[src/design/pcds_pkg.sv]
// Shared constants and types for the pixel clock divider search.
`timescale 1ns / 1ps
`default_nettype none

package pcds_pkg;

  // Field widths
  localparam int unsigned TgtW  = 20;  // requested clock, base clock, error
  localparam int unsigned FracW = 6;   // fractional setting
  localparam int unsigned DselW = 8;   // integer divider
  localparam int unsigned ClkW  = 25;  // base * 18 / frac
  localparam int unsigned DvdW  = 26;  // divider dividend (clk + tgt - 1)

  // Search range and limits
  localparam logic [FracW-1:0] FracMin   = 6'd18;
  localparam logic [FracW-1:0] FracEnd   = 6'd36;
  localparam logic [DvdW-1:0]  DivMax    = 26'd255;
  localparam logic [TgtW-1:0]  BaseReset = 20'd480000;

  // Result status codes
  localparam logic StatOk    = 1'b0;
  localparam logic StatRange = 1'b1;

  // Request to the shared divider
  typedef struct packed {
    logic            start;
    logic [DvdW-1:0] dividend;
    logic [TgtW-1:0] divisor;
  } div_req_t;

  // Answer from the shared divider
  typedef struct packed {
    logic            done;
    logic [DvdW-1:0] quot;
  } div_rsp_t;

endpackage

`default_nettype wire

[src/design/pcds_if.sv]
// Valid/ready channel interfaces for request and result beats.
`timescale 1ns / 1ps
`default_nettype none

interface pcds_req_if;
  import pcds_pkg::*;

  logic            valid;
  logic            ready;
  logic [TgtW-1:0] pixel_clock_khz;

  modport source (output valid, output pixel_clock_khz, input ready);
  modport sink   (input valid, input pixel_clock_khz, output ready);
endinterface

interface pcds_rsp_if;
  import pcds_pkg::*;

  logic             valid;
  logic             ready;
  logic [FracW-1:0] best_fraction;
  logic [DselW-1:0] divider;
  logic [TgtW-1:0]  error_khz;
  logic             status;

  modport source (output valid, output best_fraction, output divider,
                  output error_khz, output status, input ready);
  modport sink   (input valid, input best_fraction, input divider,
                  input error_khz, input status, output ready);
endinterface

`default_nettype wire

[src/design/pcds_div.sv]
// Shared restoring divider, one quotient bit per cycle.
`timescale 1ns / 1ps
`default_nettype none

module pcds_div (
  input  wire                 clk_i,
  input  wire                 rst_ni,
  input  wire pcds_pkg::div_req_t req_i,
  output pcds_pkg::div_rsp_t  rsp_o
);
  import pcds_pkg::*;

  localparam int unsigned CntW = $clog2(DvdW);
  localparam logic [CntW-1:0] CntLast = CntW'(DvdW - 1);

  logic            busy_q, busy_d;
  logic            done_q, done_d;
  logic [CntW-1:0] cnt_q, cnt_d;
  logic [TgtW-1:0] rem_q, rem_d;
  logic [DvdW-1:0] quo_q, quo_d;
  logic [TgtW-1:0] dsr_q, dsr_d;

  logic [TgtW:0]   trial;
  logic [TgtW:0]   diff;
  logic            fits;

  assign trial = {rem_q, quo_q[DvdW-1]};
  assign diff  = trial - {1'b0, dsr_q};
  assign fits  = (trial >= {1'b0, dsr_q});

  always_comb begin
    busy_d = busy_q;
    done_d = 1'b0;
    cnt_d  = cnt_q;
    rem_d  = rem_q;
    quo_d  = quo_q;
    dsr_d  = dsr_q;
    if (req_i.start) begin
      busy_d = 1'b1;
      cnt_d  = '0;
      rem_d  = '0;
      quo_d  = req_i.dividend;
      dsr_d  = req_i.divisor;
    end else if (busy_q) begin
      rem_d = fits ? diff[TgtW-1:0] : trial[TgtW-1:0];
      quo_d = {quo_q[DvdW-2:0], fits};
      cnt_d = cnt_q + 1'b1;
      if (cnt_q == CntLast) begin
        busy_d = 1'b0;
        done_d = 1'b1;
      end
    end
  end

  always_ff @(posedge clk_i or negedge rst_ni) begin
    if (!rst_ni) begin
      busy_q <= 1'b0;
      done_q <= 1'b0;
      cnt_q  <= '0;
    end else begin
      busy_q <= busy_d;
      done_q <= done_d;
      cnt_q  <= cnt_d;
    end
  end

  always_ff @(posedge clk_i) begin
    rem_q <= rem_d;
    quo_q <= quo_d;
    dsr_q <= dsr_d;
  end

  assign rsp_o.done = done_q;
  assign rsp_o.quot = quo_q;

  // A new division is only launched on an idle unit.
  a_start_idle: assert property (@(posedge clk_i) disable iff (!rst_ni)
    req_i.start |-> !busy_q)
    else $error("divider started while busy");

  // The last step is followed by a done pulse.
  a_last_done: assert property (@(posedge clk_i) disable iff (!rst_ni)
    (busy_q && !req_i.start && cnt_q == CntLast) |=> done_q)
    else $error("divider missed its done pulse");

  // Done is only raised once the unit has stopped.
  a_done_idle: assert property (@(posedge clk_i) disable iff (!rst_ni)
    done_q |-> !busy_q)
    else $error("divider done while still busy");

endmodule

`default_nettype wire

[src/design/pixel_clock_divider_search.sv]
// Top level: pixel clock divider search sequencer around a shared divider.
`timescale 1ns / 1ps
`default_nettype none

// Pixel clock divider search. A request beat carries the wanted pixel clock
// in kHz; the block walks fractional settings 18..35, for each one forming
// the source clock base*18/frac, the rounded-up integer divider and the
// error of the clock it yields, and returns one result beat with the first
// setting of least error (status 1 and zero fields when nothing usable is
// found or the request is zero). The search ends early when the source clock
// drops below the request or an exact match turns up; dividers over 255 are
// skipped. All three divisions of a setting run through one shared restoring
// divider that retires one quotient bit a cycle; a zero request skips the
// search and goes straight to the result. Requests are taken only while the
// sequencer is idle; a finished result sits in an output register, so a new
// request can start while the previous result waits. The base clock register
// (reset 480000 kHz) is written through cfg_we_i/cfg_data_i and must only
// change while no request is in flight.
module pixel_clock_divider_search (
  input  wire                            clk_i,
  input  wire                            rst_ni,
  input  wire                            cfg_we_i,
  input  wire [pcds_pkg::TgtW-1:0]       cfg_data_i,
  pcds_req_if.sink                       req_i,
  pcds_rsp_if.source                     rsp_o
);
  import pcds_pkg::*;

  typedef enum logic [5:0] {
    S_IDLE  = 6'b000001,
    S_START = 6'b000010,  // launch base*18/frac or finish the sweep
    S_CLK   = 6'b000100,  // waiting for the source clock
    S_CEIL  = 6'b001000,  // waiting for the rounded-up divider
    S_GOT   = 6'b010000,  // waiting for the achieved clock
    S_DONE  = 6'b100000   // hand the result to the output register
  } state_e;

  state_e           state_q, state_d;
  logic [TgtW-1:0]  base_q;
  logic [TgtW-1:0]  tgt_q, tgt_d;
  logic [FracW-1:0] frac_q, frac_d;
  logic [ClkW-1:0]  clk_q, clk_d;
  logic             found_q, found_d;
  logic [FracW-1:0] bfrac_q, bfrac_d;
  logic [DselW-1:0] bdiv_q, bdiv_d;
  logic [TgtW-1:0]  berr_q, berr_d;

  logic             ovld_q, ovld_d;
  logic [FracW-1:0] ofrac_q, ofrac_d;
  logic [DselW-1:0] odiv_q, odiv_d;
  logic [TgtW-1:0]  oerr_q, oerr_d;
  logic             ostat_q, ostat_d;

  // Divider chosen in S_CEIL, held for the achieved-clock division.
  logic [DselW-1:0] dreq_div_q;

  div_req_t         dreq;
  div_rsp_t         drsp;

  logic [ClkW-1:0]  base18;
  logic [ClkW-1:0]  quo_clk;
  logic [ClkW-1:0]  tgt_ext;
  logic [ClkW-1:0]  err_ext;
  logic [TgtW-1:0]  err;
  logic             better;
  logic             req_fire;

  pcds_div u_div (
    .clk_i  (clk_i),
    .rst_ni (rst_ni),
    .req_i  (dreq),
    .rsp_o  (drsp)
  );

  // base * 18 as a shift-add
  assign base18  = (ClkW'(base_q) << 4) + (ClkW'(base_q) << 1);
  assign quo_clk = drsp.quot[ClkW-1:0];
  assign tgt_ext = ClkW'(tgt_q);
  assign err_ext = (quo_clk > tgt_ext) ? (quo_clk - tgt_ext) : (tgt_ext - quo_clk);
  assign err     = err_ext[TgtW-1:0];
  assign better  = !found_q || (err < berr_q);

  assign req_i.ready = (state_q == S_IDLE);
  assign req_fire    = req_i.valid && req_i.ready;

  always_comb begin
    state_d = state_q;
    tgt_d   = tgt_q;
    frac_d  = frac_q;
    clk_d   = clk_q;
    found_d = found_q;
    bfrac_d = bfrac_q;
    bdiv_d  = bdiv_q;
    berr_d  = berr_q;
    ovld_d  = ovld_q && !rsp_o.ready;
    ofrac_d = ofrac_q;
    odiv_d  = odiv_q;
    oerr_d  = oerr_q;
    ostat_d = ostat_q;
    dreq    = '0;

    unique case (state_q)
      S_IDLE: begin
        if (req_fire) begin
          tgt_d   = req_i.pixel_clock_khz;
          frac_d  = FracMin;
          found_d = 1'b0;
          bfrac_d = '0;
          bdiv_d  = '0;
          berr_d  = '0;
          state_d = (req_i.pixel_clock_khz == '0) ? S_DONE : S_START;
        end
      end
      S_START: begin
        if (frac_q == FracEnd) begin
          state_d = S_DONE;
        end else begin
          dreq.start    = 1'b1;
          dreq.dividend = DvdW'(base18);
          dreq.divisor  = TgtW'(frac_q);
          state_d       = S_CLK;
        end
      end
      S_CLK: begin
        if (drsp.done) begin
          clk_d = quo_clk;
          if (quo_clk < tgt_ext) begin
            state_d = S_DONE;
          end else begin
            // ceil(clk / tgt) as (clk + tgt - 1) / tgt
            dreq.start    = 1'b1;
            dreq.dividend = DvdW'(quo_clk) + DvdW'(tgt_q) - DvdW'(1);
            dreq.divisor  = tgt_q;
            state_d       = S_CEIL;
          end
        end
      end
      S_CEIL: begin
        if (drsp.done) begin
          if (drsp.quot > DivMax) begin
            frac_d  = frac_q + 1'b1;
            state_d = S_START;
          end else begin
            dreq.start    = 1'b1;
            dreq.dividend = DvdW'(clk_q);
            dreq.divisor  = TgtW'(drsp.quot[DselW-1:0]);
            state_d       = S_GOT;
          end
        end
      end
      S_GOT: begin
        if (drsp.done) begin
          frac_d  = frac_q + 1'b1;
          state_d = S_START;
          if (better) begin
            found_d = 1'b1;
            bfrac_d = frac_q;
            bdiv_d  = dreq_div_q;
            berr_d  = err;
            if (err == '0) begin
              frac_d  = frac_q;
              state_d = S_DONE;
            end
          end
        end
      end
      S_DONE: begin
        if (!ovld_q || rsp_o.ready) begin
          ovld_d  = 1'b1;
          ofrac_d = found_q ? bfrac_q : '0;
          odiv_d  = found_q ? bdiv_q : '0;
          oerr_d  = found_q ? berr_q : '0;
          ostat_d = found_q ? StatOk : StatRange;
          state_d = S_IDLE;
        end
      end
      default: state_d = S_IDLE;
    endcase
  end

  always_ff @(posedge clk_i) begin
    if (state_q == S_CEIL && drsp.done) begin
      dreq_div_q <= drsp.quot[DselW-1:0];
    end
  end

  always_ff @(posedge clk_i or negedge rst_ni) begin
    if (!rst_ni) begin
      state_q <= S_IDLE;
      base_q  <= BaseReset;
      ovld_q  <= 1'b0;
      found_q <= 1'b0;
      frac_q  <= '0;
    end else begin
      state_q <= state_d;
      ovld_q  <= ovld_d;
      found_q <= found_d;
      frac_q  <= frac_d;
      if (cfg_we_i) begin
        base_q <= cfg_data_i;
      end
    end
  end

  always_ff @(posedge clk_i) begin
    tgt_q   <= tgt_d;
    clk_q   <= clk_d;
    bfrac_q <= bfrac_d;
    bdiv_q  <= bdiv_d;
    berr_q  <= berr_d;
    ofrac_q <= ofrac_d;
    odiv_q  <= odiv_d;
    oerr_q  <= oerr_d;
    ostat_q <= ostat_d;
  end

  assign rsp_o.valid         = ovld_q;
  assign rsp_o.best_fraction = ofrac_q;
  assign rsp_o.divider       = odiv_q;
  assign rsp_o.error_khz     = oerr_q;
  assign rsp_o.status        = ostat_q;

  // The rounded-up divider is never zero once the clock covers the request.
  a_ceil_nonzero: assert property (@(posedge clk_i) disable iff (!rst_ni)
    (state_q == S_CEIL && drsp.done) |-> (drsp.quot != '0))
    else $error("rounded-up divider is zero");

  // Divider answers only arrive while the sequencer waits for one.
  a_done_waited: assert property (@(posedge clk_i) disable iff (!rst_ni)
    drsp.done |-> (state_q == S_CLK || state_q == S_CEIL || state_q == S_GOT))
    else $error("divider answer outside a wait state");

  // An accepted request always starts the search or goes straight to done.
  a_accept_next: assert property (@(posedge clk_i) disable iff (!rst_ni)
    req_fire |=> (state_q == S_START || state_q == S_DONE))
    else $error("request accepted but search not started");

  // A reported setting stays inside the swept range.
  a_frac_range: assert property (@(posedge clk_i) disable iff (!rst_ni)
    (rsp_o.valid && rsp_o.status == StatOk) |->
      (rsp_o.best_fraction >= FracMin && rsp_o.best_fraction < FracEnd))
    else $error("reported fraction out of range");

endmodule

`default_nettype wire

[src/flat_wrapper.sv]
// flat-port wrapper written by rule: the top's interface ports become plain ports
module pixel_clock_divider_search_flat import pcds_pkg::*;
  (clk_i, rst_ni, cfg_we_i, cfg_data_i, req_i_valid, req_i_pixel_clock_khz, req_i_ready, rsp_o_valid, rsp_o_best_fraction, rsp_o_divider, rsp_o_error_khz, rsp_o_status, rsp_o_ready);
  pcds_req_if req_i_i ();
  pcds_rsp_if rsp_o_i ();
  input  wire clk_i;
  input  wire rst_ni;
  input  wire cfg_we_i;
  input  wire [pcds_pkg::TgtW-1:0] cfg_data_i;
  input wire logic [$bits(req_i_i.valid)-1:0] req_i_valid;
  input wire logic [$bits(req_i_i.pixel_clock_khz)-1:0] req_i_pixel_clock_khz;
  output wire logic [$bits(req_i_i.ready)-1:0] req_i_ready;
  output wire logic [$bits(rsp_o_i.valid)-1:0] rsp_o_valid;
  output wire logic [$bits(rsp_o_i.best_fraction)-1:0] rsp_o_best_fraction;
  output wire logic [$bits(rsp_o_i.divider)-1:0] rsp_o_divider;
  output wire logic [$bits(rsp_o_i.error_khz)-1:0] rsp_o_error_khz;
  output wire logic [$bits(rsp_o_i.status)-1:0] rsp_o_status;
  input wire logic [$bits(rsp_o_i.ready)-1:0] rsp_o_ready;
  assign req_i_i.valid = req_i_valid;
  assign req_i_i.pixel_clock_khz = req_i_pixel_clock_khz;
  assign req_i_ready = req_i_i.ready;
  assign rsp_o_valid = rsp_o_i.valid;
  assign rsp_o_best_fraction = rsp_o_i.best_fraction;
  assign rsp_o_divider = rsp_o_i.divider;
  assign rsp_o_error_khz = rsp_o_i.error_khz;
  assign rsp_o_status = rsp_o_i.status;
  assign rsp_o_i.ready = rsp_o_ready;
  pixel_clock_divider_search u_core (.clk_i(clk_i), .rst_ni(rst_ni), .cfg_we_i(cfg_we_i), .cfg_data_i(cfg_data_i), .req_i(req_i_i), .rsp_o(rsp_o_i));
endmodule
[config.mk]
export PLATFORM = sky130hd
export DESIGN_NAME = pixel_clock_divider_search_flat
export DESIGN_NICKNAME = d
export VERILOG_FILES = /design/src/design/pcds_pkg.sv /design/src/design/pcds_if.sv /design/src/design/pcds_div.sv /design/src/design/pixel_clock_divider_search.sv /design/src/flat_wrapper.sv
export SDC_FILE = /design/constraint.sdc
export NUM_CORES = 1
export LEC_CHECK = 0
export BUFFER_PORTS_ARGS = -buffer_cell sky130_fd_sc_hd__buf_4
export CORE_MARGIN = 1.5
export CORE_UTILIZATION = 64
export CTS_BUF_LIST = sky130_fd_sc_hd__clkbuf_4
export CTS_CLUSTER_DIAMETER = 120
export DETAILED_ROUTE_END_ITERATION = 8
export GPL_TIMING_DRIVEN = 0
export PLACE_DENSITY = 0.82
export SLEW_MARGIN = 20
export SYNTH_ARGS = -nofsm -noshare
export SYNTH_HDL_FRONTEND = slang
export SYNTH_SLANG_ARGS = --single-unit
[constraint.sdc]
create_clock -name clk_i -period 7.3 [get_ports clk_i]
set_input_delay 1.46 -clock clk_i [delete_from_list [all_inputs] [get_ports clk_i]]
set_output_delay 1.46 -clock clk_i [all_outputs]
set_load 0.01 [all_outputs]
==> metrics <==
status finished clean; #FFs+latches synth ~230; filler cell count 1755; DR vias/cell 6.22; Clock Skew between 0.04 and 0.05 ns; TritonCTS clock tree yes; hold buffers post-CTS 0; max_slew headroom between 30% and 40%; TritonCTS Buffers 60; Fmax 146 MHz; min Tclk post-route ~6.9 ns; Post-synth EDFFs ~170; CP arrival roughly 7.5 ns; Cell Area, Synth 15500 µm²; P&R area growth vs syn 12.4%; top_reg_cell synth edfxtp_1; CP Launch Type flip-flop; Fin. Hold Viols 0; cells after synthesis between 1500 and 2000; Worst EP required about 7.9 ns; Final WS setup about 0.44 ns; Max-Cap Viols 0; die area between 20000 and 30000 µm²; starting density of the core 65.6%; global-route usage over all layers between 30% and 40%; Final Wtd Congestion between 0.9 and 1; Clock Latency Late Sink around 0.7 ns; Hold WS a little under 0.5 ns; Worst Setup Path Type reg -> reg; DRT Pass-1 Iters 6; CTS Sinks between 200 and 250; Via Count roughly 13000; Bufs on Longest Clock Path 3; RSZ-0062 raised after global routing false; antenna violations before repair 1; multi-input logic area 8180 µm²; worst slack at placement between 0.3 and 0.4 ns; Unique masters post-synth between 80 and 90; Register Area about 6500 µm²; DR WL/cell approximately 20 µm; Final ANT Viol Nets 0; first-pass GRT wire length 66400 µm; CTS clk-pin slew, worst paths approximately 0.070 ns; DRT iter0 DRCs approximately 1300; CP max FO 10; core area approximately 24000 µm²; Routed WL between 40000 and 50000 µm; register area share after synthesis 41.8%; Yosys top cell area share roughly 33%; Synth area leader edfxtp_1; Setup Buffers After CTS 0; Area contributors post-synth edfxtp_1 33%, ha_1 12%, dfrtp_1 5.3%, inv_1 4.0%, a21oi_1 4.0%; Tcrit/Tclk final 93.9%; io pins between 80 and 90; Die Span Y 159 µm; vias in the first global route between 10000 and 15000; H-tree Lvls 2; root cell of the clock tree clkbuf_4; syn_nets between 1500 and 2000; remaining global-route overflow 0; ys async rst share between 10% and 20%; drc violations 0; crit end category flip-flop; largest net degree at the start of global routing 42; dpl hpwl 33100 µm; Synth Warn # 0; Min-Delay Path Class reg -> reg; Synth Area per Inst approximately 9.7 µm²; IO Port Bufs 80; Tightest Pin Transition 1.02 ns; Die Span X around 160 µm; final setup fails 0; Layout Nets between 1500 and 2000; Slew Viols, Final 0; share of cells above drive strength 1 between 10% and 20%; row count 56
[through the flow]
step	instance area (µm²)	TNS [ns]	std cells	util, %
6_report	17400	0	2117	73.7
2_1_floorplan	15500	0	1602	-
5_1_grt	17400	0	2117	73.7
4_1_cts	17400	0	2117	73.7
3_5_place_dp	16600	0	2003	70.2
3_3_place_gp	16500	-38.40	2001	69.8
[synth_stat cells, types with 7 or more instances]
library cell / count
xnor2_1: 54
dfrtp_1: 33
nand2_1: 55
and3_1: 10
xor2_1: 18
nand2b_1: 20
inv_1: 166
ha_1: 148
and2_1: 47
a22oi_1: 19
dfstp_2: 8
a21o_1: 28
o211ai_1: 14
nor4_1: 24
or2_2: 9
a221oi_1: 10
mux2i_1: 11
edfxtp_1: 168
dfxtp_1: 20
nor2b_1: 29
o21bai_1: 10
o31ai_1: 10
a211o_1: 7
nand4_1: 11
clkbuf_1: 45
a211oi_1: 28
nand3_1: 24
a31oi_1: 15
o21ai_0: 64
o21a_1: 16
nor2_1: 160
mux2_2: 21
a21oi_1: 124
a221o_1: 7
nor3_1: 38
or3_1: 7
[state kept, by name, indices dropped and copies added (netlist names), 5 cells and up]
register	count
u_core.base_q	20
u_core.bdiv_q	8
u_core.berr_q	20
u_core.bfrac_q	6
u_core.clk_q	25
u_core.dreq_div_q	8
u_core.frac_q	6
u_core.rsp_o.best_fraction	6
u_core.rsp_o.divider	8
u_core.rsp_o.error_khz	20
u_core.state_q	6
u_core.tgt_q	20
u_core.u_div.cnt_q	5
u_core.u_div.dsr_q	20
u_core.u_div.quo_q	26
u_core.u_div.rem_q	20
[critical path, cell delays in order, from the launching register on]
cell and delay [ns]:
edfxtp_1 0.54, inv_1 0.11, ha_1 0.30, buf_2 0.17, or2_1 0.31, or4_4 0.48
nor3_2 0.34, nand2b_1 0.39, nand2_1 0.18, buf_2 0.24, mux2i_1 0.25, nor3_1 0.08
a211oi_1 0.26, xnor2_1 0.22, ha_1 0.31, a21oi_1 0.19, nor2b_1 0.16, o311ai_0 0.13
a31oi_1 0.18, o21ai_0 0.12, a31oi_1 0.38, nor4b_1 0.35, o2111ai_1 0.20, and4bb_1 0.40
buf_6 0.16, a2bb2oi_1 0.18, nand2_1 0.07
[what timing repair did]
action,4_1_cts,5_1_grt
hold endpoints to repair,0,0
endpoints found under the setup margin,0,32
resized for setup,0,4
[cell usage in the layout (no fill, tap or decap), types with 10 or more instances in the layout]
cell type,synthesis,final
dfrtp_1,33,33
clkbuf_1,45,43
a31oi_1,15,15
clkbuf_4,0,84
xnor2_1,54,54
mux2_2,21,21
a22oi_1,19,19
and2_1,47,47
o21a_1,16,16
buf_4,0,80
clkinv_1,1,18
dfxtp_1,20,20
o21bai_1,10,10
o211ai_1,14,14
nand3_1,24,24
nand2b_1,20,20
o31ai_1,10,10
a21o_1,28,28
nand2_1,55,55
nor2_1,160,158
a221oi_1,10,10
and3_1,10,10
ha_1,148,148
xor2_1,18,18
nor4_1,24,23
nand4_1,11,11
a21oi_1,124,123
nor3_1,38,38
mux2i_1,11,11
inv_1,166,165
nor2b_1,29,28
a211oi_1,28,27
edfxtp_1,168,168
o21ai_0,64,64
[final timing paths]
check                                                    start                             endpoint  slack, ns  depth (start not counted)
min reg2reg                u_core.u_div.rem_q[19]$_SDFFE_PP0P_  u_core.u_div.rem_q[19]$_SDFFE_PP0P_       0.49                          2
min in group asynchronous                               rst_ni    u_core.u_div.cnt_q[0]$_DFFE_PN0P_       0.75                          1
max in group asynchronous                               rst_ni           u_core.found_q$_DFFE_PN0P_       6.15                          1
max                           u_core.u_div.quo_q[12]$_DFFE_PP_         u_core.frac_q[5]$_DFFE_PN0P_       0.44                         26
max reg2reg                   u_core.u_div.quo_q[12]$_DFFE_PP_         u_core.frac_q[5]$_DFFE_PN0P_       0.44                         26
min                        u_core.u_div.rem_q[19]$_SDFFE_PP0P_  u_core.u_div.rem_q[19]$_SDFFE_PP0P_       0.49                          2
[routing by layer]
metal | vias to the layer above | part of all wire, % | track usage (%)
met1 | 6217 | 41 | 45.3
met5 | - | 0 | 0
met3 | 119 | 9.1 | 7.00
li1 | 6125 | - | -
met2 | 715 | 46 | 56.3
met4 | 0 | 3.9 | 15.1
[logic make-up (layout without fill, tap and decap cells)]
logic type	count (synthesis)	in the layout	synth area share (%)
AOI/OAI and AO/OA	419	419	18.0
xor gates and xnor gates	72	72	4.07
adders and majority gates	153	153	12.6
buffers and inverters	226	421	5.67
DFF	229	229	41.8
muxes	32	32	2.24
other	0	1	0
and+or+nand+nor	471	471	15.6
[area by class of cell]
class | count | share of cell area, %
Sequential cell | 229 | 37.2
Antenna cell | 1 | 0.0144
Clock inverter | 30 | 1.06
Tap cell | 319 | 2.29
Multi-Input combinational cell | 1147 | 47.0
Timing Repair Buffer | 82 | 3.72
Inverter | 168 | 3.62
Clock buffer | 84 | 3.62
Buffer | 57 | 1.41
Power is left out: the tool's default activity adds up to more than one toggle a clock period on the data nets, which glitch-free logic cannot reach.
